**config.mk**
```make
export PLATFORM = sky130hd
export DESIGN_NAME = packed_color_transform_unit_core
export DESIGN_NICKNAME = d
export VERILOG_FILES = /design/src/rtl/pctu_pkg.sv /design/src/rtl/pctu_alu.sv /design/src/rtl/packed_color_transform_unit_core.sv
export SDC_FILE = /design/constraint.sdc
export NUM_CORES = 2
export LEC_CHECK = 0
export BUFFER_PORTS_ARGS = -buffer_cell sky130_fd_sc_hd__buf_2
export CAP_MARGIN = 25
export CORE_MARGIN = 1
export CORE_UTILIZATION = 60
export CTS_BUF_LIST = sky130_fd_sc_hd__clkbuf_8
export DETAILED_ROUTE_END_ITERATION = 12
export GPL_TIMING_DRIVEN = 0
export HOLD_SLACK_MARGIN = 0.03
export PLACE_DENSITY = 0.79
export SLEW_MARGIN = 40
export SYNTH_ARGS = -nofsm -noshare
export SYNTH_HDL_FRONTEND = slang
export SYNTH_HIERARCHICAL = 1
export SYNTH_SLANG_ARGS = --single-unit
export TNS_END_PERCENT = 20
```
**constraint.sdc**
```tcl
create_clock -name clock -period 14.3 [get_ports clock]
set_input_delay 2.145 -clock clock [delete_from_list [all_inputs] [get_ports clock]]
set_output_delay 2.145 -clock clock [all_outputs]
set_load 0.01 [all_outputs]
```
**src/rtl/pctu_pkg.sv**
```systemverilog
// ----------------------------------------------------------------------------
// Packed color transform package
// Operation codes, packed color layout constants and the arithmetic helpers
// that the color datapath shares.
// ----------------------------------------------------------------------------
package pctu_pkg;

   typedef enum logic [2:0] {
      OP_LERP      = 3'd0,
      OP_BRIGHTEN  = 3'd1,
      OP_DARKEN    = 3'd2,
      OP_GRAYSCALE = 3'd3,
      OP_INVERT    = 3'd4
   } op_type;

   // Tag plus the ARGB bytes of one packed color word.
   typedef struct packed {
      logic       tag;
      logic [7:0] alpha;
      logic [7:0] red;
      logic [7:0] green;
      logic [7:0] blue;
   } color_type;

   localparam int COLOR_WIDTH  = 64;
   localparam int RESULT_WIDTH = 57;
   localparam int AMOUNT_WIDTH = 16;
   localparam int TAG_BIT      = 56;

   localparam logic [7:0]  CHANNEL_MAX = 8'hFF;
   localparam logic [6:0]  PCT_MAX     = 7'd100;

   // Luma weights; the weighted sum is at most 255000 and fits in 18 bits.
   localparam logic [17:0] LUMA_RED   = 18'd299;
   localparam logic [17:0] LUMA_GREEN = 18'd587;
   localparam logic [17:0] LUMA_BLUE  = 18'd114;
   // ceil(2^28 / 1000): exact truncating division for sums below 2^18.
   localparam int          LUMA_SHIFT = 28;
   localparam logic [18:0] LUMA_RECIP = 19'd268436;

   // Percent coefficients ceil(pct * 2^16 / 100). Multiplying a byte by one
   // of these and dropping 16 bits gives the truncated quotient exactly.
   localparam int COEF_SHIFT = 16;
   typedef logic [16:0] coef_table_type [0:127];

   function automatic coef_table_type build_coef_table();
      coef_table_type t;
      for (int i = 0; i < 128; i++) begin
         if (i <= 100) begin
            t[i] = 17'((i * 65536 + 99) / 100);
         end else begin
            t[i] = '0;
         end
      end
      return t;
   endfunction

   localparam coef_table_type PCT_COEF = build_coef_table();

   // Moves a channel from its start value toward a target by a percentage,
   // truncating the step toward zero.
   function automatic logic [7:0] mix_lane(logic [7:0] from, logic [7:0] target,
                                           logic [16:0] coef);
      logic        up;
      logic [7:0]  mag;
      logic [24:0] prod;
      logic [7:0]  step;
      up   = (target >= from);
      mag  = up ? (target - from) : (from - target);
      prod = 25'(mag) * 25'(coef);
      step = prod[23:16];
      return up ? (from + step) : (from - step);
   endfunction

endpackage

```
**src/rtl/pctu_alu.sv**
```systemverilog
// ----------------------------------------------------------------------------
// Packed color transform datapath
// Computes one packed result color from the registered operands in a single
// pass of combinational logic.
// ----------------------------------------------------------------------------
module pctu_alu (
   input  logic [2:0]                              operation,
   input  pctu_pkg::color_type                     color_first,
   input  pctu_pkg::color_type                     color_second,
   input  logic signed [pctu_pkg::AMOUNT_WIDTH-1:0] amount,
   output logic [pctu_pkg::RESULT_WIDTH-1:0]       color_result
);
   import pctu_pkg::*;

   logic [6:0]  pct;
   logic [16:0] coef;
   logic [7:0]  alpha_first;
   logic [7:0]  alpha_second;
   logic [7:0]  target_red;
   logic [7:0]  target_green;
   logic [7:0]  target_blue;
   logic [7:0]  mix_red;
   logic [7:0]  mix_green;
   logic [7:0]  mix_blue;
   logic [7:0]  mix_alpha;
   logic [17:0] luma_sum;
   logic [36:0] luma_prod;
   logic [7:0]  luma;
   logic [7:0]  res_red;
   logic [7:0]  res_green;
   logic [7:0]  res_blue;
   logic [7:0]  res_alpha;
   logic        res_tag;

   always_comb begin
      if (amount[AMOUNT_WIDTH-1]) begin
         pct = '0;
      end else if (amount > AMOUNT_WIDTH'(PCT_MAX)) begin
         pct = PCT_MAX;
      end else begin
         pct = amount[6:0];
      end
   end

   assign coef = PCT_COEF[pct];

   // An untagged color counts as fully opaque.
   assign alpha_first  = color_first.tag  ? color_first.alpha  : CHANNEL_MAX;
   assign alpha_second = color_second.tag ? color_second.alpha : CHANNEL_MAX;

   // Lerp, brighten and darken are all a move toward a target value.
   always_comb begin
      case (operation)
         OP_BRIGHTEN: begin
            target_red   = CHANNEL_MAX;
            target_green = CHANNEL_MAX;
            target_blue  = CHANNEL_MAX;
         end
         OP_DARKEN: begin
            target_red   = '0;
            target_green = '0;
            target_blue  = '0;
         end
         default: begin
            target_red   = color_second.red;
            target_green = color_second.green;
            target_blue  = color_second.blue;
         end
      endcase
   end

   assign mix_red   = mix_lane(color_first.red,   target_red,   coef);
   assign mix_green = mix_lane(color_first.green, target_green, coef);
   assign mix_blue  = mix_lane(color_first.blue,  target_blue,  coef);
   assign mix_alpha = mix_lane(alpha_first,       alpha_second, coef);

   assign luma_sum  = 18'(color_first.red)   * LUMA_RED
                    + 18'(color_first.green) * LUMA_GREEN
                    + 18'(color_first.blue)  * LUMA_BLUE;
   assign luma_prod = 37'(luma_sum) * 37'(LUMA_RECIP);
   assign luma      = luma_prod[LUMA_SHIFT+7:LUMA_SHIFT];

   always_comb begin
      res_alpha = alpha_first;
      res_tag   = color_first.tag;
      unique case (operation)
         OP_LERP: begin
            res_red   = mix_red;
            res_green = mix_green;
            res_blue  = mix_blue;
            res_alpha = mix_alpha;
            res_tag   = color_first.tag | color_second.tag;
         end
         OP_BRIGHTEN, OP_DARKEN: begin
            res_red   = mix_red;
            res_green = mix_green;
            res_blue  = mix_blue;
         end
         OP_GRAYSCALE: begin
            res_red   = luma;
            res_green = luma;
            res_blue  = luma;
         end
         OP_INVERT: begin
            res_red   = ~color_first.red;
            res_green = ~color_first.green;
            res_blue  = ~color_first.blue;
         end
         default: begin
            res_red   = color_first.red;
            res_green = color_first.green;
            res_blue  = color_first.blue;
         end
      endcase
   end

   // The alpha byte and the tag appear only on a tagged result.
   always_comb begin
      if (res_tag) begin
         color_result = {1'b1, 24'b0, res_alpha, res_red, res_green, res_blue};
      end else begin
         color_result = {33'b0, res_red, res_green, res_blue};
      end
   end

endmodule

```
**src/rtl/packed_color_transform_unit_core.sv**
```systemverilog
// ----------------------------------------------------------------------------
// Packed color transform unit
// Applies lerp, brighten, darken, grayscale or invert to packed ARGB colors.
// ----------------------------------------------------------------------------
// Usage:
//   A transaction on the req_ channel carries an operation code, one or two
//   packed colors and a signed percentage. Each one produces exactly one
//   packed color on the rsp_ channel, in order.
//   Both channels are valid/stall: a transaction moves on a rising edge where
//   valid is high and stall is low.
// Pipeline and throughput:
//   A request is registered on acceptance, the whole color computation runs
//   between that input register and the result register, and the result is
//   offered from the result register. One transaction is taken every cycle
//   while rsp_stall stays low.
// Stall behavior:
//   While rsp_stall is high and a result is offered, the result register holds
//   its value; the input register still takes one more request, and req_stall
//   rises only when both registers are full.
// Reset:
//   Synchronous reset empties both registers; no result is offered after it.
// ----------------------------------------------------------------------------
module packed_color_transform_unit_core (
   input  logic                                     clock,
   input  logic                                     reset,
   input  logic                                     req_valid,
   output logic                                     req_stall,
   input  logic [2:0]                               req_operation,
   input  logic [pctu_pkg::COLOR_WIDTH-1:0]         req_color_first,
   input  logic [pctu_pkg::COLOR_WIDTH-1:0]         req_color_second,
   input  logic signed [pctu_pkg::AMOUNT_WIDTH-1:0] req_amount,
   output logic                                     rsp_valid,
   input  logic                                     rsp_stall,
   output logic [pctu_pkg::RESULT_WIDTH-1:0]        rsp_color_result
);
   import pctu_pkg::*;

   logic                           in_valid_ff;
   logic                           in_valid_in;
   logic [2:0]                     operation_ff;
   color_type                      color_first_ff;
   color_type                      color_second_ff;
   logic signed [AMOUNT_WIDTH-1:0] amount_ff;
   logic                           rsp_valid_ff;
   logic                           rsp_valid_in;
   logic [RESULT_WIDTH-1:0]        color_result_ff;
   logic [RESULT_WIDTH-1:0]        color_result_in;
   logic                           out_ready;
   logic                           in_ready;

   assign out_ready = !rsp_valid_ff || !rsp_stall;
   assign in_ready  = !in_valid_ff || out_ready;
   assign req_stall = !in_ready;

   assign in_valid_in  = in_ready ? req_valid : in_valid_ff;
   assign rsp_valid_in = out_ready ? in_valid_ff : rsp_valid_ff;

   always_ff @(posedge clock) begin
      if (reset) begin
         in_valid_ff  <= 1'b0;
         rsp_valid_ff <= 1'b0;
      end else begin
         in_valid_ff  <= in_valid_in;
         rsp_valid_ff <= rsp_valid_in;
      end
   end

   always_ff @(posedge clock) begin
      if (in_ready && req_valid) begin
         operation_ff    <= req_operation;
         color_first_ff  <= {req_color_first[TAG_BIT], req_color_first[31:0]};
         color_second_ff <= {req_color_second[TAG_BIT], req_color_second[31:0]};
         amount_ff       <= req_amount;
      end
   end

   pctu_alu u_alu (
      .operation    (operation_ff),
      .color_first  (color_first_ff),
      .color_second (color_second_ff),
      .amount       (amount_ff),
      .color_result (color_result_in)
   );

   always_ff @(posedge clock) begin
      if (out_ready && in_valid_ff) begin
         color_result_ff <= color_result_in;
      end
   end

   assign rsp_valid        = rsp_valid_ff;
   assign rsp_color_result = color_result_ff;

endmodule

```
==> flow_summary.yaml <==
grt:
  grt_pass1_wl_mm: 163
  grt_pass1_vias: 30200
  grt_antenna_before_repair: 3
  grt_overflow: 0
  grt_start_max_net_pins: 22
  global_route.usage.total: 0.354
logic_synthesis:
  most_used_standard_cell_by_instance_count_after_synthesis: "sky130_fd_sc_hd__inv_1"
  most_common_library_cells_after_synthesis: "sky130_fd_sc_hd__inv_1, sky130_fd_sc_hd__ha_1, sky130_fd_sc_hd__fa_1"
  synth_top_flop_cell: "sky130_fd_sc_hd__edfxtp_1"
  synth.area.top_cells: "sky130_fd_sc_hd__fa_1, sky130_fd_sc_hd__ha_1, sky130_fd_sc_hd__edfxtp_1"
  number_of_enable_flip_flop_cells_after_synthesis: 142
  ys.warnings.count: 6
  netlist-cell-type-count: 94
  syn_inst: 4015
  synth_largest_area_cell: "sky130_fd_sc_hd__fa_1"
  netlist_area_sq_um: 35200
  sequential_area_share_after_synthesis: 0.122
  synth_area_per_cell_sq_um: 8.76
  yosysTopAreaCellShare: 0.274
  async_reset_ff_frac: 0
  ys_seq_elements: 144
finish:
  final_net_count: 5361
  final_layout_size_suffix_gt1_frac: 0.0804
  fillers: 4765
  summed_area_of_non_filler_cells_in_the_final_layout_sq_um: 37800
  syn2layout_area_growth_pct: 7.47
place:
  hpwl_after_detailed_placement_mm: 82.4
  buffer_ports.inserted: 147
  dpl-instance-area_sq_um: 37300
  gp_congestion: 0.991
timing:
  unrepaired_setup_endpoints_after_global_routing: "no"
  worstMarginPinSlew_ns: 0.955
  report.final.slew_viol_count: 0
  fin_worst_hold_slack_ns: 0.538
  maxSlewHeadroom: 0.363
  max_freq_mhz: 73.6
  timing.clock.skew_ns: 0.0217
  final-hold-violation-count: 0
  report.final.setup_viol: 0
  period_needed_ns: 13.59
  min_period_over_period: 0.950
  totalNegativeSetupSlack_ns: 0
critical_path:
  worst_ep_arrival_time_ns: 13.91
  timing.rr.end: "rsp_color_result[31]$_DFFE_PP_"
  crit_type: "reg -> reg"
  setup.worst_path.end_class: "flip-flop"
  timing.reg2reg.worst_path_depth: 46
  worst_ep_required_time_ns: 14.62
  cp-startpoint: "amount_ff[15]$_DFFE_PP_"
  critical_path.max_fanout: 11
  cp_common_cell: "sky130_fd_sc_hd__nand2_1"
  slowest_stage: "sky130_fd_sc_hd__clkbuf_1"
  worst_setup_path_start_kind: "flip-flop"
  ff2ff_setup_slack_ns: 0.71
  beginning_of_the_worst_register_to_register_path: "amount_ff[15]$_DFFE_PP_"
  timing.critical_path.slowest_cell_delay_ns: 0.76
clocking:
  holdBufCountCts: 0
  cts.clk_slew.worst_paths_ns: 0.11
  numCtsBuffers: 17
  cts_tree: "built"
  clock_sinks: 144
  htree_levels: 4
  cts.root.buffer_cell: "sky130_fd_sc_hd__clkbuf_8"
  clock_tree.buffer_depth: 2
  clk-insertion-delay-late_ns: 0.56
min_path:
  whs_endpoint: "in_valid_ff$_SDFFE_PP0P_"
  min_path_type: "reg -> reg"
  worstHoldStart: "in_valid_ff$_SDFFE_PP0P_"
  worstHoldPathCells: 2
drt:
  drt.antenna.violating_nets: 0
  vias_per_cell: 5.96
  drcViolationCount: 0
  dr_total_vias: 29800
  initialDrtViolationCount: 2917
  drt_first_pass_iters: 7
  average_detailed_routed_wire_length_per_instance_um: 20.6
  routed_wl_mm: 103
die:
  die-area_sq_um: 59600
  chipHeight_um: 244
  floorplan.io_pins: 210
  placeable_core_region_sq_um: 57800
  placement_rows: 88
  width_of_the_chip_um: 244
  initial_util: 0.609
job:
  drv_cap: 0
run_status:
  status: "finished clean"
-- worst max path at each step --
stage,depth (start not counted),end,slack [ns]
after global routing,47,rsp_color_result[15]$_DFFE_PP_,0.12
final,46,rsp_color_result[31]$_DFFE_PP_,0.71
after CTS,48,rsp_color_result[31]$_DFFE_PP_,0.68
after floorplan,44,rsp_color_result[6]$_DFFE_PP_,2.95
after global placement,48,rsp_color_result[7]$_DFFE_PP_,0.49
after detailed placement,48,rsp_color_result[31]$_DFFE_PP_,0.71
-- critical path, delay by kind of cell (launching register included) --
kind / cells / cell delay [ns]
AOI/OAI and AO/OA: 11 / 2.43
DFF: 1 / 0.39
xor gates and xnor gates: 4 / 0.59
and+or+nand+nor: 16 / 4.13
buffers and inverters: 5 / 1.69
adders and majority gates: 8 / 3.49
muxes: 2 / 0.60
-- registers in the layout, summed over array words and instances (netlist names) --
signal / count
rsp_color_result: 57
rsp_valid: 1
amount_ff: 16
operation_ff: 3
color_first_ff: 33
in_valid_ff: 1
color_second_ff: 33
-- metrics by stage --
stage,worst slack (ns),util,cells
3_5_place_dp,0.713,0.646,4961
4_1_cts,0.676,0.653,4993
3_3_place_gp,0.492,0.640,4950
2_1_floorplan,2.95,-,4038
6_report,0.713,0.654,4995
5_1_grt,0.119,0.654,4994
-- final cells by class --
type | count | area, sq um | share of cell area
Buffer | 178 | 791 | 0.0209
Timing Repair Buffer | 159 | 918 | 0.0243
Multi-Input combinational cell | 2948 | 27500 | 0.728
Clock buffer | 17 | 234 | 0.00619
Tap cell | 765 | 957 | 0.0253
Antenna cell | 1 | 2.50 | 0.0000662
Sequential cell | 144 | 4300 | 0.114
Clock inverter | 15 | 183 | 0.00483
Inverter | 768 | 2880 | 0.0762
-- metal layers --
| metal | wire length, um | GRT usage | part of all wire | vias to the layer above |
|---|---|---|---|---|
| met4 | 5790 | 0.188 | 0.056 | 2 |
| met5 | 13 | 0 | 0.00013 | - |
| met1 | 40400 | 0.453 | 0.39 | 14400 |
| met3 | 9740 | 0.0735 | 0.095 | 345 |
| li1 | - | - | - | 13500 |
| met2 | 46900 | 0.565 | 0.46 | 1487 |
-- cells in the final DEF (no fill, tap or decap), types with 17 or more instances in the layout --
cell type and count:
sky130_fd_sc_hd__nor2b_1 24, sky130_fd_sc_hd__a21o_1 67, sky130_fd_sc_hd__nor3_1 52, sky130_fd_sc_hd__fa_1 482, sky130_fd_sc_hd__clkbuf_8 17, sky130_fd_sc_hd__buf_2 156, sky130_fd_sc_hd__inv_1 766, sky130_fd_sc_hd__xnor2_1 98
sky130_fd_sc_hd__o22ai_1 21, sky130_fd_sc_hd__ha_1 512, sky130_fd_sc_hd__o211ai_1 31, sky130_fd_sc_hd__o21ai_0 107, sky130_fd_sc_hd__mux2i_1 25, sky130_fd_sc_hd__or2_2 40, sky130_fd_sc_hd__buf_4 28, sky130_fd_sc_hd__a31oi_1 34
sky130_fd_sc_hd__edfxtp_1 142, sky130_fd_sc_hd__xor2_1 35, sky130_fd_sc_hd__a21oi_1 152, sky130_fd_sc_hd__o21bai_1 20, sky130_fd_sc_hd__clkbuf_1 124, sky130_fd_sc_hd__a211oi_1 35, sky130_fd_sc_hd__o21a_1 44, sky130_fd_sc_hd__nand2_1 249
sky130_fd_sc_hd__conb_1 24, sky130_fd_sc_hd__nand2b_1 85, sky130_fd_sc_hd__nor2_1 467, sky130_fd_sc_hd__nand3_1 46
-- logic make-up (layout without fill, tap and decap cells) --
| family | Yosys count | after routing | share of synthesized area |
|---|---|---|---|
| XOR/XNOR | 153 | 153 | 0.0389 |
| AND/OR/NAND/NOR | 1066 | 1066 | 0.137 |
| AO/OA/AOI/OAI | 672 | 672 | 0.130 |
| multiplexers | 38 | 38 | 0.0113 |
| other | 1 | 25 | 0.000107 |
| flip-flops | 144 | 144 | 0.122 |
| buffers and inverters | 946 | 1137 | 0.104 |
| adder cells (fa/ha/maj) | 995 | 995 | 0.457 |
-- timing repair --
action,4_1_cts,5_1_grt
buffers inserted,0,0
endpoints found under the setup margin,0,3
resized for setup,0,8
Power is left out: the tool's default activity adds up to more than one toggle a clock period on the data nets, which glitch-free logic cannot reach.
